`config.mk`:
```
export PLATFORM = sky130hd
export DESIGN_NAME = nccl_argmax
export DESIGN_NICKNAME = d
export VERILOG_FILES = /design/src/sv/nccl_pkg.sv /design/src/sv/nccl_argmax.sv
export SDC_FILE = /design/constraint.sdc
export NUM_CORES = 1
export LEC_CHECK = 0
export BUFFER_PORTS_ARGS = -buffer_cell sky130_fd_sc_hd__buf_4
export CORE_MARGIN = 4
export CORE_UTILIZATION = 59
export CTS_BUF_LIST = sky130_fd_sc_hd__clkbuf_8
export CTS_CLUSTER_DIAMETER = 50
export DETAILED_ROUTE_END_ITERATION = 10
export PLACE_DENSITY = 0.87
export SKIP_CTS_REPAIR_TIMING = 1
export SLEW_MARGIN = 20
export SYNTH_ARGS = -nofsm -noshare
export SYNTH_HDL_FRONTEND = slang
export SYNTH_SLANG_ARGS = --single-unit
```
`constraint.sdc`:
```
create_clock -name clk_i -period 3.67 [get_ports clk_i]
set_input_delay 0.367 -clock clk_i [delete_from_list [all_inputs] [get_ports clk_i]]
set_output_delay 0.367 -clock clk_i [all_outputs]
set_load 0.05 [all_outputs]
```
`src/sv/nccl_pkg.sv`:
```
`timescale 1ns / 1ps
package nccl_pkg;

  localparam int unsigned CFG_W         = 5;
  localparam int unsigned SLOT_W        = 4;
  localparam int unsigned LABEL_W       = 4;
  localparam int unsigned LABEL_SLOTS   = 16;
  localparam int unsigned COMP_W        = 16;
  localparam int unsigned PIX_W         = 8;
  localparam int unsigned UNIT_W        = 16;
  localparam int unsigned PROD_W        = 24;
  localparam int unsigned DOT_W         = 25;
  localparam int unsigned Q15_ONE       = 32768;
  localparam int unsigned MAX_CENT_DEF  = 16;

  localparam logic CMD_LOAD  = 1'b0;
  localparam logic CMD_PIXEL = 1'b1;

  typedef logic [UNIT_W-1:0] unit_t;

  // one write into the unit centroid store
  typedef struct packed {
    logic              we;
    logic [SLOT_W-1:0] slot;
    unit_t             ur;
    unit_t             ug;
    unit_t             ub;
  } unit_wr_t;

endpackage

```
`src/sv/nccl_argmax.sv`:
```
`timescale 1ns / 1ps
module nccl_argmax #(
  parameter int unsigned LANES = 16
) (
  input  logic                          clk_i,
  input  logic                          rst_ni,
  input  logic                          en_i,
  input  logic                          valid_i,
  input  logic                          live_i [LANES],
  input  logic [nccl_pkg::DOT_W-1:0]    dot_i  [LANES],
  output logic                          valid_o,
  output logic [nccl_pkg::LABEL_W-1:0]  label_o,
  output logic [nccl_pkg::DOT_W-1:0]    dot_o
);

  localparam int unsigned LEVELS = $clog2(LANES);
  localparam int unsigned P      = 1 << LEVELS;

  logic                          vld_q  [LEVELS];
  logic                          live_q [LEVELS][P];
  logic [nccl_pkg::LABEL_W-1:0]  lab_q  [LEVELS][P];
  logic [nccl_pkg::DOT_W-1:0]    dot_q  [LEVELS][P];

  logic                          src_vld  [LEVELS];
  logic                          src_live [LEVELS][P];
  logic [nccl_pkg::LABEL_W-1:0]  src_lab  [LEVELS][P];
  logic [nccl_pkg::DOT_W-1:0]    src_dot  [LEVELS][P];

  logic                          nx_live [LEVELS][P];
  logic [nccl_pkg::LABEL_W-1:0]  nx_lab  [LEVELS][P];
  logic [nccl_pkg::DOT_W-1:0]    nx_dot  [LEVELS][P];

  for (genvar l = 0; l < LEVELS; l++) begin : g_lvl
    if (l == 0) begin : g_first
      assign src_vld[l] = valid_i;
      for (genvar j = 0; j < P; j++) begin : g_pad
        if (j < LANES) begin : g_in
          assign src_live[l][j] = live_i[j];
          assign src_dot[l][j]  = dot_i[j];
        end else begin : g_fill
          assign src_live[l][j] = 1'b0;
          assign src_dot[l][j]  = '0;
        end
        assign src_lab[l][j] = nccl_pkg::LABEL_W'(j);
      end
    end else begin : g_next
      assign src_vld[l]  = vld_q[l-1];
      assign src_live[l] = live_q[l-1];
      assign src_lab[l]  = lab_q[l-1];
      assign src_dot[l]  = dot_q[l-1];
    end

    // pairwise pick; the right side wins only when live and either strictly greater or the left is dead
    always_comb begin
      int unsigned a;
      int unsigned b;
      for (int unsigned j = 0; j < P; j++) begin
        a = 2 * j;
        b = 2 * j + 1;
        if (b >= P) begin
          a = 0;
          b = 0;
        end
        if (src_live[l][b] && (!src_live[l][a] || src_dot[l][b] > src_dot[l][a])) begin
          nx_live[l][j] = 1'b1;
          nx_lab[l][j]  = src_lab[l][b];
          nx_dot[l][j]  = src_dot[l][b];
        end else begin
          nx_live[l][j] = src_live[l][a];
          nx_lab[l][j]  = src_lab[l][a];
          nx_dot[l][j]  = src_dot[l][a];
        end
      end
    end

    always_ff @(posedge clk_i or negedge rst_ni) begin
      if (!rst_ni) begin
        vld_q[l] <= 1'b0;
      end else if (en_i) begin
        vld_q[l] <= src_vld[l];
      end
    end

    always_ff @(posedge clk_i) begin
      if (en_i) begin
        live_q[l] <= nx_live[l];
        lab_q[l]  <= nx_lab[l];
        dot_q[l]  <= nx_dot[l];
      end
    end
  end

  assign valid_o = vld_q[LEVELS-1];
  assign label_o = lab_q[LEVELS-1][0];
  assign dot_o   = dot_q[LEVELS-1][0];

endmodule

```
* After elaboration in Yosys (flattened, before gate mapping)
Memories as Yosys holds them, arrays and structs flattened. Cells that the tools add are included.
Storage, ports and cells: bits in registers 4, RAM bits 1920, input port bits 420, output and inout bits 30, word-level logic and storage cells 249, memories 3
Memory list:
- dot_q | words 4, width 400, rd ports 4, clocked after Yosys merged registers in 0, write ports 4, RTL line nccl_argmax.sv:22 | logic [nccl_pkg::DOT_W-1:0] dot_q [LEVELS][P];
- lab_q | words 4, width 64, rd ports 4, clocked after Yosys merged registers in 0, write ports 4, RTL line nccl_argmax.sv:21 | logic [nccl_pkg::LABEL_W-1:0] lab_q [LEVELS][P];
- live_q | words 4, width 16, rd ports 3, clocked after Yosys merged registers in 0, write ports 4, RTL line nccl_argmax.sv:20 | logic live_q [LEVELS][P];
Cells by class: order comparisons 36, mux-type cells 102, reductions and logical operators 104
Operator list (count):
- greater-than comparator 25 bit | 36
- two-way mux 25 bit | 32
- two-way mux 4 bit | 24
- two-way mux 1 bit | 46
- logical AND 1 bit | 36
- logical OR 1 bit | 36
- zero test 1 bit | 32

* Longest topological paths before layout
An unclocked memory read counts as a cell.
depth after elaboration 5, mapped depth 11, gate-level depth less buffers 8

* Worst setup path after synthesis
No wires, ideal clock.
kind register to register, start point memory dot_q[0][373] in the netlist's numbering, end point memory dot_q[1][380] in the netlist's numbering (data pin), setup time 0.260 ns, arrival 2.595 ns, data required time 3.410 ns, slack 0.815 ns, cell stages (with the launch flop) 9, clock period less this slack 2.855 ns, cells stage by stage edfxtp_1 -> ha_1 -> nand4_2 -> or4_4 -> o31ai_2 -> a21oi_1 -> a311oi_4 -> buf_6 -> mux2_4
RTL lines (RTL line):
- start, declared | nccl_argmax.sv:22

==> impl_results.md <==
- Total Routed Length: 73,800 um
- Top FF cell, synth: edfxtp_1
- PortBufs: 449
- RSZ-0062 raised after global routing: no
- Mapped Cells: 2,389
- Combinational power share: between 20% and 30%
- Final Wtd Congestion: 0.942
- Hold EP: live_q[0][9]$_DFFE_PP_
- Crit path launch type: register
- Worst-Skew Late Latency: 0.62 ns
- Max cap viols: 0
- Pin count of the biggest net entering global routing: between 90 and 100
- Worst Max-Slew Pin Slew: 1.01 ns
- Post-synth EDFFs: 415
- Power Total: 14.9 mW
- Critical hold path startpoint: live_i[3]
- Slew HR: 32.2%
- Max Freq: between 0.3 and 0.4 GHz
- Vias in the first global route: 21,700
- Skew final: 0.0166 ns
- Post-synth ARST share: 0.955%
- Dominant cell by count in the synthesized netlist: inv_1
- Root Driver: clkbuf_8
- Crit path DAT: ~3.5 ns
- Internal: 10.4 mW
- Switching Fraction: roughly 30%
- Net Count, Synth: 3,184
- Post-synth top area cell: edfxtp_1
- Area share of the leading cell type in the synthesized netlist: 45.1%
- Critical R2R Capture: dot_q[2][373]$_DFFE_PP_
- Fin. max-slew vios: 0
- Synthesized cell area: 27,600 um^2
- Clk pwr share: 29.3%
- Hold WC Path Type: primary input to register
- Dpl cells: 3,424
- First-pass GRT wire length: 113,000 um
- Antenna violations before repair: 1
- Average wire per standard cell: 20.7 um
- All-Layer GR Usage: 28.5%
- Reg2reg start: dot_q[1][320]$_DFFE_PP_
- P per Cell Area: 445 nW/um^2
- Cell Rows: 79
- CTS tree: yes
- DR vias/cell: 5.86
- Leakage: 15.5 nW
- Maximum vdd drop: 0.352 mV
- DRC errors left: 0
- Fin cells: 3,556
- Fin util: 72.0%
- Reg2reg path depth: 7
- Number of synthesized register bits: ~420
- Setup crit end kind: register
- Net switching power: between 4 and 5 mW
- WHS Path Cells: 2
- Avg Synthesized Cell Area: 11.6 um^2
- Clock transition at path regs: roughly 0.06 ns
- Distinct cell type count after synthesis: 59
- Antenna cells: 0
- Htree depth: 3
- Dpl hpwl: 59,200 um
- Worst Path Max Fanout: 27
- Fin crit period: 3.14 ns
- Hold Fails Final Rpt: 0
- Post-DP Area: roughly 32,000 um^2
- Outcome: completed
- Die ar.: 50,400 um^2
- Starting Density: between 50% and 60%
- GRT overflow: 0
- Maximum clock path buffer count: 3
- Clk sinks: ~420
- Nets: 3,690
- Layout cell share with drive strength beyond 1: between 30% and 40%
- Final Cycle Share: between 80% and 90%
- Synth Warn #: 0
- DRT Pass-1 Iters: 6
- Design area: 33,400 um^2
- Die X: between 200 and 250 um
- TNS Setup: 0 ns
- Top Ports: 450
- Routed Antenna Nets: 0
- Main area contributors after synthesis: edfxtp_1 45%, ha_1 17%, mux2_2 13%
- Die H: between 200 and 250 um
- Seq pwr share: 43.8%
- Most instantiated cells after synthesis: 463 x inv_1, 415 x edfxtp_1, 375 x ha_1
- CTS buffer count: 71
- Register area share after synthesis: 45.5%
- Critical setup path kind: register to register
- Core Box Area: 46,500 um^2
- R2r setup slk: 0.53 ns
- Final setup violation count: 0
- Initial drt markers: between 1,000 and 1,500
- DR vias: 20,800
- Area growth, synth to finish: 21.0%
- Worst EP required: 4.03 ns
[worst max path at each step]
stage | from | to | slack, ns | cells after the start
floorplan | dot_q[0][373]$_DFFE_PP_ | dot_q[1][380]$_DFFE_PP_ | 0.81 | 8
global placement | dot_i[73] | dot_q[0][239]$_DFFE_PP_ | 0.64 | 8
detailed placement | dot_q[0][373]$_DFFE_PP_ | lab_q[1][60]$_DFFE_PP_ | 0.61 | 8
CTS | dot_q[0][370]$_DFFE_PP_ | lab_q[1][60]$_DFFE_PP_ | 0.60 | 8
global route | dot_q[0][341]$_DFFE_PP_ | dot_q[1][355]$_DFFE_PP_ | 0.39 | 8
finish | dot_q[1][320]$_DFFE_PP_ | dot_q[2][373]$_DFFE_PP_ | 0.53 | 7
[flip-flops by register name, summed over array words and instances, names as in the netlist]
register and count:
lab_q 26, dot_q 375, live_q 14, valid_o 1, src_vld 3
[per-layer routing]
layer | up-vias | track usage [%] | routed length, um
li1 | 9828 | - | -
met1 | 9995 | 36.5 | 29600
met2 | 842 | 48.5 | 36200
met3 | 179 | 5.78 | 5480
met4 | 0 | 9.96 | 2540
met5 | - | 0 | 0
[worst max-delay path: stages (launching register included)]
cell	delay (ns)
edfxtp_1	0.51
ha_1	0.38
nand4_1	0.21
or3_1	0.43
a21o_1	0.19
a211o_1	0.65
o211ai_1	0.37
o31ai_1	0.13
[logic make-up (layout without fill, tap and decap cells)]
family / Yosys count / in the layout / share of synthesized area, %
adders and majority gates: 375 / 375 / 17.0
buffers and inverters: 518 / 1078 / 7.22
DFF: 419 / 419 / 45.5
muxes: 337 / 337 / 14.0
and+or+nand+nor: 304 / 304 / 5.77
AOI/OAI and AO/OA: 436 / 436 / 10.6
[placed cells by master (no fill, tap or decap), types with 8 or more instances in the layout]
cell type	netlist	layout
edfxtp_1	415	415
o21a_1	8	8
buf_4	0	475
a21oi_1	137	137
nand3_1	37	37
ha_1	375	375
nand2_1	84	84
mux2_2	318	318
o21ai_0	57	57
nor3_1	27	27
bufinv_16	0	8
a211oi_1	13	13
or2_2	12	12
nor2b_1	8	8
o31ai_1	56	56
clkbuf_8	0	76
clkinv_1	0	15
nor2_1	23	23
a31oi_1	8	8
nand4_1	74	74
inv_1	463	478
o211ai_1	56	56
clkinv_2	0	9
a21o_1	39	39
mux2_4	19	19
[cell type report]
| cell class | count | area (um^2) |
|---|---|---|
| multi-input combinational | 1452 | 13100 |
| fill | 3184 | 13000 |
| sequential | 419 | 12600 |
| timing repair buffer | 488 | 3770 |
| inverter | 463 | 1740 |
| clock buffer | 76 | 1050 |
| tap | 607 | 759 |
| clock inverter | 51 | 429 |
[through the flow]
stage	worst slack, ns	hold WS, ns
after floorplan	0.815	0.0714
after global placement	0.643	0.160
after detailed placement	0.610	0.165
after CTS	0.596	-0.523
after global routing	0.388	0.0155
final	0.532	0.0466
[power groups by stage]
stage	registers [mW]	logic [mW]	clock network (mW)
global route	6.57	4.37	4.68
CTS	6.51	3.97	4.46
finish	6.52	4.01	4.36
global placement	6.57	3.71	0
detailed placement	6.60	3.93	0
floorplan	6.57	2.36	0
No activity file was read; power rests on OpenSTA's default activity.
