### src/sv/nccl_pkg.sv
`timescale 1ns / 1ps
package nccl_pkg;

  localparam int unsigned CFG_W         = 5;
  localparam int unsigned SLOT_W        = 4;
  localparam int unsigned LABEL_W       = 4;
  localparam int unsigned LABEL_SLOTS   = 16;
  localparam int unsigned COMP_W        = 16;
  localparam int unsigned PIX_W         = 8;
  localparam int unsigned UNIT_W        = 16;
  localparam int unsigned PROD_W        = 24;
  localparam int unsigned DOT_W         = 25;
  localparam int unsigned Q15_ONE       = 32768;
  localparam int unsigned MAX_CENT_DEF  = 16;

  localparam logic CMD_LOAD  = 1'b0;
  localparam logic CMD_PIXEL = 1'b1;

  typedef logic [UNIT_W-1:0] unit_t;

  // one write into the unit centroid store
  typedef struct packed {
    logic              we;
    logic [SLOT_W-1:0] slot;
    unit_t             ur;
    unit_t             ug;
    unit_t             ub;
  } unit_wr_t;

endpackage

### src/sv/nccl_norm.sv
`timescale 1ns / 1ps
module nccl_norm (
  input  logic                           clk_i,
  input  logic                           rst_ni,
  input  logic                           start_i,
  input  logic [nccl_pkg::SLOT_W-1:0]    slot_i,
  input  logic [nccl_pkg::COMP_W-1:0]    red_i,
  input  logic [nccl_pkg::COMP_W-1:0]    green_i,
  input  logic [nccl_pkg::COMP_W-1:0]    blue_i,
  output logic                           busy_o,
  output nccl_pkg::unit_wr_t             wr_o
);

  typedef enum logic [2:0] {
    S_IDLE, S_SQ, S_SUM, S_ROOT, S_PREP, S_DIV, S_WRITE
  } state_e;

  state_e                          state_q, state_d;
  logic [nccl_pkg::SLOT_W-1:0]     slot_q, slot_d;
  logic [nccl_pkg::COMP_W-1:0]     comp_q [3];
  logic [nccl_pkg::COMP_W-1:0]     comp_d [3];
  logic [31:0]                     sq_q [3];
  logic [31:0]                     sq_d [3];
  logic [33:0]                     sum_q, sum_d;
  logic [19:0]                     rem_q, rem_d;
  logic [16:0]                     root_q, root_d;
  logic [4:0]                      cnt_q, cnt_d;
  logic [31:0]                     num_q [3];
  logic [31:0]                     num_d [3];
  logic [16:0]                     drem_q [3];
  logic [16:0]                     drem_d [3];
  logic [31:0]                     quo_q [3];
  logic [31:0]                     quo_d [3];
  nccl_pkg::unit_wr_t              wr_q, wr_d;
  nccl_pkg::unit_t                 unit_v [3];

  always_comb begin
    logic [19:0] rm;
    logic [19:0] trial;
    logic [17:0] tr;
    state_d = state_q;
    slot_d  = slot_q;
    comp_d  = comp_q;
    sq_d    = sq_q;
    sum_d   = sum_q;
    rem_d   = rem_q;
    root_d  = root_q;
    cnt_d   = cnt_q;
    num_d   = num_q;
    drem_d  = drem_q;
    quo_d   = quo_q;
    wr_d    = wr_q;
    wr_d.we = 1'b0;
    rm      = '0;
    trial   = '0;
    tr      = '0;
    for (int i = 0; i < 3; i++) begin
      if (root_q == '0) begin
        unit_v[i] = '0;
      end else if (quo_q[i] > 32'(nccl_pkg::Q15_ONE)) begin
        unit_v[i] = nccl_pkg::UNIT_W'(nccl_pkg::Q15_ONE);
      end else begin
        unit_v[i] = quo_q[i][nccl_pkg::UNIT_W-1:0];
      end
    end
    case (state_q)
      S_IDLE: begin
        if (start_i) begin
          comp_d[0] = red_i;
          comp_d[1] = green_i;
          comp_d[2] = blue_i;
          slot_d    = slot_i;
          state_d   = S_SQ;
        end
      end
      S_SQ: begin
        for (int i = 0; i < 3; i++) begin
          sq_d[i] = {16'b0, comp_q[i]} * {16'b0, comp_q[i]};
        end
        state_d = S_SUM;
      end
      S_SUM: begin
        sum_d   = 34'(sq_q[0]) + 34'(sq_q[1]) + 34'(sq_q[2]);
        rem_d   = '0;
        root_d  = '0;
        cnt_d   = 5'd16;
        state_d = S_ROOT;
      end
      S_ROOT: begin
        // one root bit a cycle, two radicand bits in
        rm    = {rem_q[17:0], sum_q[33:32]};
        trial = {1'b0, root_q, 2'b01};
        if (rm >= trial) begin
          rem_d  = rm - trial;
          root_d = {root_q[15:0], 1'b1};
        end else begin
          rem_d  = rm;
          root_d = {root_q[15:0], 1'b0};
        end
        sum_d = {sum_q[31:0], 2'b00};
        if (cnt_q == '0) begin
          state_d = S_PREP;
        end else begin
          cnt_d = cnt_q - 5'd1;
        end
      end
      S_PREP: begin
        for (int i = 0; i < 3; i++) begin
          num_d[i]  = {1'b0, comp_q[i], 15'b0} + {16'b0, root_q[16:1]};
          drem_d[i] = '0;
          quo_d[i]  = '0;
        end
        cnt_d   = 5'd31;
        state_d = S_DIV;
      end
      S_DIV: begin
        // restoring division, one quotient bit a cycle per component
        for (int i = 0; i < 3; i++) begin
          tr = {drem_q[i], num_q[i][31]};
          if (tr >= {1'b0, root_q}) begin
            drem_d[i] = 17'(tr - {1'b0, root_q});
            quo_d[i]  = {quo_q[i][30:0], 1'b1};
          end else begin
            drem_d[i] = tr[16:0];
            quo_d[i]  = {quo_q[i][30:0], 1'b0};
          end
          num_d[i] = {num_q[i][30:0], 1'b0};
        end
        if (cnt_q == '0) begin
          state_d = S_WRITE;
        end else begin
          cnt_d = cnt_q - 5'd1;
        end
      end
      S_WRITE: begin
        wr_d.we   = 1'b1;
        wr_d.slot = slot_q;
        wr_d.ur   = unit_v[0];
        wr_d.ug   = unit_v[1];
        wr_d.ub   = unit_v[2];
        state_d   = S_IDLE;
      end
      default: begin
        state_d = S_IDLE;
      end
    endcase
  end

  always_ff @(posedge clk_i or negedge rst_ni) begin
    if (!rst_ni) begin
      state_q <= S_IDLE;
      wr_q    <= '0;
      slot_q  <= '0;
      comp_q  <= '{default: '0};
      sq_q    <= '{default: '0};
      sum_q   <= '0;
      rem_q   <= '0;
      root_q  <= '0;
      cnt_q   <= '0;
      num_q   <= '{default: '0};
      drem_q  <= '{default: '0};
      quo_q   <= '{default: '0};
    end else begin
      state_q <= state_d;
      wr_q    <= wr_d;
      slot_q  <= slot_d;
      comp_q  <= comp_d;
      sq_q    <= sq_d;
      sum_q   <= sum_d;
      rem_q   <= rem_d;
      root_q  <= root_d;
      cnt_q   <= cnt_d;
      num_q   <= num_d;
      drem_q  <= drem_d;
      quo_q   <= quo_d;
    end
  end

  // hold busy through the store write so no pixel reads a stale slot
  assign busy_o = (state_q != S_IDLE) || wr_q.we;
  assign wr_o   = wr_q;

endmodule

### config.mk
export PLATFORM = sky130hd
export DESIGN_NAME = nccl_norm
export DESIGN_NICKNAME = d
export VERILOG_FILES = /design/src/sv/nccl_pkg.sv /design/src/sv/nccl_norm.sv
export SDC_FILE = /design/constraint.sdc
export NUM_CORES = 2
export LEC_CHECK = 0
export BUFFER_PORTS_ARGS = -buffer_cell sky130_fd_sc_hd__buf_4
export CAP_MARGIN = 20
export CELL_PAD_IN_SITES_DETAIL_PLACEMENT = 0
export CELL_PAD_IN_SITES_GLOBAL_PLACEMENT = 1
export CORE_UTILIZATION = 45
export CTS_CLUSTER_DIAMETER = 30
export CTS_CLUSTER_SIZE = 28
export DETAILED_ROUTE_END_ITERATION = 8
export PLACE_DENSITY_LB_ADDON = 0.1
export SETUP_SLACK_MARGIN = 0.02
export SYNTH_ARGS = -nofsm -noshare
export SYNTH_HDL_FRONTEND = slang
export SYNTH_SLANG_ARGS = --single-unit
### constraint.sdc
create_clock -name clk_i -period 7.31 [get_ports clk_i]
set_clock_uncertainty 0.15 [all_clocks]
set_input_delay 0.3655 -clock clk_i [delete_from_list [all_inputs] [get_ports clk_i]]
set_output_delay 0.3655 -clock clk_i [all_outputs]
set_load 0.005 [all_outputs]
== Word-level counts from Yosys, hierarchy flattened ==
Index checks and enable logic that the tools add are counted.

* Reduce and logical (&&, ||, !) cells: 12
* Shifts and indexed selects: 0
* Equal/unequal tests: 10
* Magnitude comparators: 7
* Bitwise gates (word level): 0
* Div/mod/pow operators: 0
* Multiply operators: 3
* Mux-type cells: 27
* Add/sub/neg operators: 10

{| class="wikitable"
|+ Operators by type and width
! cell !! count
|-
| 96-bit case mux with 2 select lines || 2
|-
| 51-bit case mux with 2 select lines || 1
|-
| 31-bit by 16-bit adder with 32-bit output || 3
|-
| 32-bit by 16-bit > comparator with 1-bit output, second input constant || 3
|-
| 16-bit by 16-bit multiplier with 32-bit output || 3
|-
| 16-bit 2-to-1 mux || 6
|-
| 34-bit case mux with 2 select lines || 1
|-
| 18-bit by 17-bit greater-or-equal comparator with 1-bit output || 3
|-
| 53-bit 2-to-1 mux || 1
|-
| 17-bit 2-to-1 mux || 3
|-
| 17-bit subtractor || 3
|-
| 18-bit case mux with 2 select lines || 1
|-
| 33-bit by 32-bit adder with 34-bit output || 1
|-
| 17-bit case mux with 2 select lines || 1
|-
| 32-bit by 32-bit adder with 33-bit output || 1
|-
| 20-bit by 19-bit greater-or-equal comparator with 1-bit output || 1
|-
| 18-bit 2-to-1 mux || 1
|-
| 3-bit case mux with 6 select lines || 1
|-
| 18-bit subtractor || 1
|-
| 17-bit logical NOT || 1
|-
| 5-bit case mux with 3 select lines || 1
|-
| 3-bit == test, second input constant || 3
|-
| 3-bit 2-to-1 mux || 3
|-
| 2-bit != test, second input constant || 4
|-
| other kinds (13) || 20
|}

* Memory bits (read-only): 0
* Register bits: 521
* Memory bits (writable): 0
* Memories: 0
* Word-level logic and storage cells: 95
* Latch bits: 0

== Longest topological paths before layout ==
* Depth after elaboration: 4
* Mapped depth: 26

== Least setup slack after synthesis ==
Ideal clock, no wire load.

* Path type: flip-flop to flip-flop
* From: register comp_q[35] (netlist bit)
* To: register sq_q[95] (netlist bit)
* Arrival time: 6.245 ns
* Slack: 0.786 ns
* Data required time: 7.031 ns
* Buffers on the path: 1
* Library setup time: 0.129 ns
* Period minus slack after synthesis: 6.524 ns
* Cell stages (with the launch flop): 26
* Cells stage by stage: dfrtp_1 > clkbuf_1 > nand2_1 > inv_1 > fa_1 > inv_1 > fa_1 > inv_1 > fa_1 > inv_1 > fa_1 > inv_1 > fa_1 > inv_1 > fa_1 > inv_1 > ha_1 > and4_4 > o211a_1 > a221o_1 > a2111o_1 > a221o_1 > a21oi_2 > o21ai_1 > xnor2_1 > o21ai_1

* Cells in the longest elaborated chain, start to end: 1

{| class="wikitable"
|+ RTL lines
! what !! line !! text
|-
| from (decl) || nccl_norm.sv:20 || <nowiki>logic [nccl_pkg::COMP_W-1:0] comp_q [3];</nowiki>
|-
| from (signal assigned) || nccl_norm.sv:167 || <nowiki>comp_q <= comp_d;</nowiki>
|-
| 16-bit by 16-bit multiplier with 32-bit output || nccl_norm.sv:78 || <nowiki>sq_d[i] = {16'b0, comp_q[i]} * {16'b0, comp_q[i]};</nowiki>
|-
| to (signal assigned) || nccl_norm.sv:168 || <nowiki>sq_q <= sq_d;</nowiki>
|-
| to (decl) || nccl_norm.sv:22 || <nowiki>logic [31:0] sq_q [3];</nowiki>
|}

No other way between the ends.
A chain may end at the register's enable or synchronous reset.

== Worst setup path after layout ==
* From: register comp_q[2] (netlist bit)
* To: register sq_q[24] (netlist bit)

The elaborated chain is that of the path after synthesis.

==> metrics.md <==
| Metric | Value |
|---|---|
| Post-Synth Adder-Cell Area | `32.7%` |
| Syn-to-layout area delta | `16.7%` |
| Worst Path Max Fanout | `18` |
| Fin crit share | `93.3%` |
| Num ports | `109` |
| DR pass1 iterations | `8` |
| RePlAce Congestion | `0.893` |
| Post-Synth Simple-Gate Area | `13.8%` |
| Cell Count, Final, Fillers Out | `6991` |
| Most frequent cells in the layout | `811 x inv_1, 803 x nand2_1, 521 x fa_1` |
| DRC | `0` |
| Inst Count DP | `6671` |
| Die Wd | `328 microns` |
| Fin util | `53.0%` |
| Syn Inst Count | `5327` |
| Max-Slew Margin vs Limit | `25.7%` |
| TritonCTS clock tree | `built` |
| Clock Power Share | `69.2%` |
| Synth cell types | `86` |
| Switching power total | `2.07 mW` |
| Inserted Clock Buffers | `144` |
| Hold Crit Class | `primary input to async pin` |
| Status | `completed` |
| Vias in the first global route | `38000` |
| Number of diodes | `0` |
| Max-slew violation count | `0` |
| #FFs+latches synth | `488` |
| Die area | `107000 sq um` |
| Initial antenna violation count | `1` |
| Root Buffer | `clkbuf_16` |
| Syn_area_per_cell | `8.95 sq um` |
| Mapped Area | `47700 sq um` |
| Overall global routing resource usage | `24.1%` |
| Switching share of power | `22.5%` |
| Vias/cell | `5.21` |
| Crit. End Element | `register` |
| Pin count of the biggest net entering global routing | `155` |
| Final setup violation count | `0` |
| Routed length per placed instance | `17.8 microns` |
| Critical Path RT | `7750 ps` |
| Max_cap viols | `0` |
| Sequential-to-total area share from yosys stat | `25.6%` |
| Clk Latency, worst-skew pair | `730 ps` |
| First-pass GRT wire length | `206000 microns` |
| Slew at the pin closest to its max-slew limit | `1120 ps` |
| Core area | `105000 sq um` |
| Final #Nets | `6470` |
| Number of synthesized flops with an enable pin | `0` |
| Worst Path Class, Setup | `register to register` |
| P_int | `7.11 mW` |
| Final Total Pwr | `9.18 mW` |
| Final HPWL DP | `94000 microns` |
| Warnings from Yosys | `0` |
| Initial Utilization | `45.4%` |
| RSZ-0062 raised after global routing | `no` |
| Post-CTS setup buffer count | `0` |
| Port Buffers | `108` |
| Comb pwr share | `1.3%` |
| Dominant synthesized flop cell | `dfrtp_1` |
| Share of cells above drive strength 1 | `9.39%` |
| Setup_tns | `0 ps` |
| Remaining Overflow, GRT | `0` |
| Peak VDD IR | `0.224 mV` |
| Placed inst area | `50100 sq um` |
| Total clock sinks | `488` |
| Clk pin slew, worst setup/hold paths | `50 ps` |
| Via count | `36400` |
| H-Tree Depth | `4` |
| Flop pwr share | `29.6%` |
| Drt first-iter violations | `1808` |
| DRT Wirelength | `125000 microns` |
| Leakage | `28.4 nW` |
| # rows | `119` |
| FFs w/ async S/R, synth | `100%` |
| Critical Path AT | `7260 ps` |
| Largest family of logic cells by synthesized area | `adder cells` |
| Final hold violations | `0` |
| Leading cell type in the layout, fill and taps excluded | `inv_1` |
| Post-layout min period | `6820 ps` |
| Compound-cell area share of the yosys netlist | `13.3%` |
| Multiplexer share of the synthesized area | `2.36%` |
| Clk buf depth | `3` |
| Routed Antenna Nets | `0` |
| Die H | `328 microns` |
| CP Launch Type | `register` |
| Fmax achieved | `147 MHz` |
| Fin area | `55700 sq um` |
| Synth Area in XOR/XNOR | `3.80%` |
| Power per cell area | `165 nW/um^2` |
## power groups by stage
stage | combinational, mW | clock (mW) | sequential (mW)
6_report | 0.116 | 6.35 | 2.71
5_1_grt | 0.133 | 6.63 | 2.71
4_1_cts | 0.122 | 6.47 | 2.71
3_5_place_dp | 0.0993 | 0 | 2.75
3_3_place_gp | 0.0989 | 0 | 2.75
2_1_floorplan | 0.0108 | 0 | 2.75
## worst paths after layout
kind	start	to	slack (ps)	depth (start not counted)
worst max-delay path	comp_q[2]$_DFFE_PN0P_	sq_q[24]$_DFFE_PN0P_	490	20
worst min-delay path	rst_ni	num_q[73]$_DFFE_PN0P_	120	2
worst max register to register	comp_q[2]$_DFFE_PN0P_	sq_q[24]$_DFFE_PN0P_	490	20
worst min register to register	slot_q[1]$_DFFE_PN0P_	wr_o[49]$_DFFE_PN0P_	310	2
max in group asynchronous	rst_ni	comp_q[35]$_DFFE_PN0P_	5450	3
min in group clk_i	green_i[3]	comp_q[19]$_DFFE_PN0P_	240	4
## synth_stat cells (80+ instances only)
library cell | n | area (sq um)
nand2_1 | 805 | 3020
ha_1 | 414 | 5180
fa_1 | 521 | 10400
dfrtp_1 | 488 | 12200
a21o_1 | 81 | 608
clkbuf_1 | 221 | 830
o21ai_1 | 150 | 751
xnor2_1 | 139 | 1220
inv_1 | 811 | 3040
a21oi_1 | 245 | 1230
o21ai_0 | 295 | 1480
nand3_1 | 80 | 400
and2_1 | 111 | 694
nor2_1 | 209 | 785
## area by class of cell
type / count / area (sq um)
tap: 1391 / 1740
clock inverter: 71 / 956
inverter: 821 / 3080
timing repair buffer: 246 / 2030
fill: 10000 / 49400
sequential: 488 / 12200
multi-input combinational: 3779 / 31500
clock buffer: 195 / 4120
## metrics by stage
stage,hold WS (ps),setup WS (ps)
6_report,115,488
5_1_grt,196,78.6
4_1_cts,109,457
3_5_place_dp,304,496
3_3_place_gp,294,584
2_1_floorplan,-80.1,786
## critical path, stage by stage (launching register included)
cell       delay, ps
dfrtp_1          810
nand2_1          240
fa_1             530
fa_1             540
inv_1             40
ha_1             190
fa_1             500
inv_1             60
fa_1             480
fa_1             490
inv_1             40
ha_1             330
nand2_1          120
a2111oi_0        640
nor3_1           230
o31ai_1          520
a31oi_1          210
o221ai_1         200
a21oi_1          100
xor2_1           170
o21ai_1           80
## flip-flops by register name, indices dropped and copies added, names as in the netlist
register,cells
rem_q,18
num_q,66
drem_q,51
sq_q,93
wr_o,53
state_q,3
sum_q,34
root_q,17
quo_q,96
cnt_q,5
comp_q,48
slot_q,4
## logic make-up after synthesis
group / Yosys count
AND/OR/NAND/NOR: 1472
buffers and inverters: 1062
AO/OA/AOI/OAI: 1054
adder cells (fa/ha/maj): 935
flip-flops: 488
XOR/XNOR: 207
multiplexers: 108
other: 1
## per-layer routing
metal  routed length (microns)  track usage, %
met5                         0               0
met4                      2690            6.91
met3                      4110            3.04
met2                     61700            41.3
met1                     56300            31.9
## timing repair
| item | in CTS | in global routing |
|---|---|---|
| endpoints found under the setup margin | 0 | 1 |
| hold buffers | 54 | 0 |
| hold endpoints to repair | 144 | 0 |
| resized for setup | 0 | 1 |
Power figures use the tool's default switching activity.
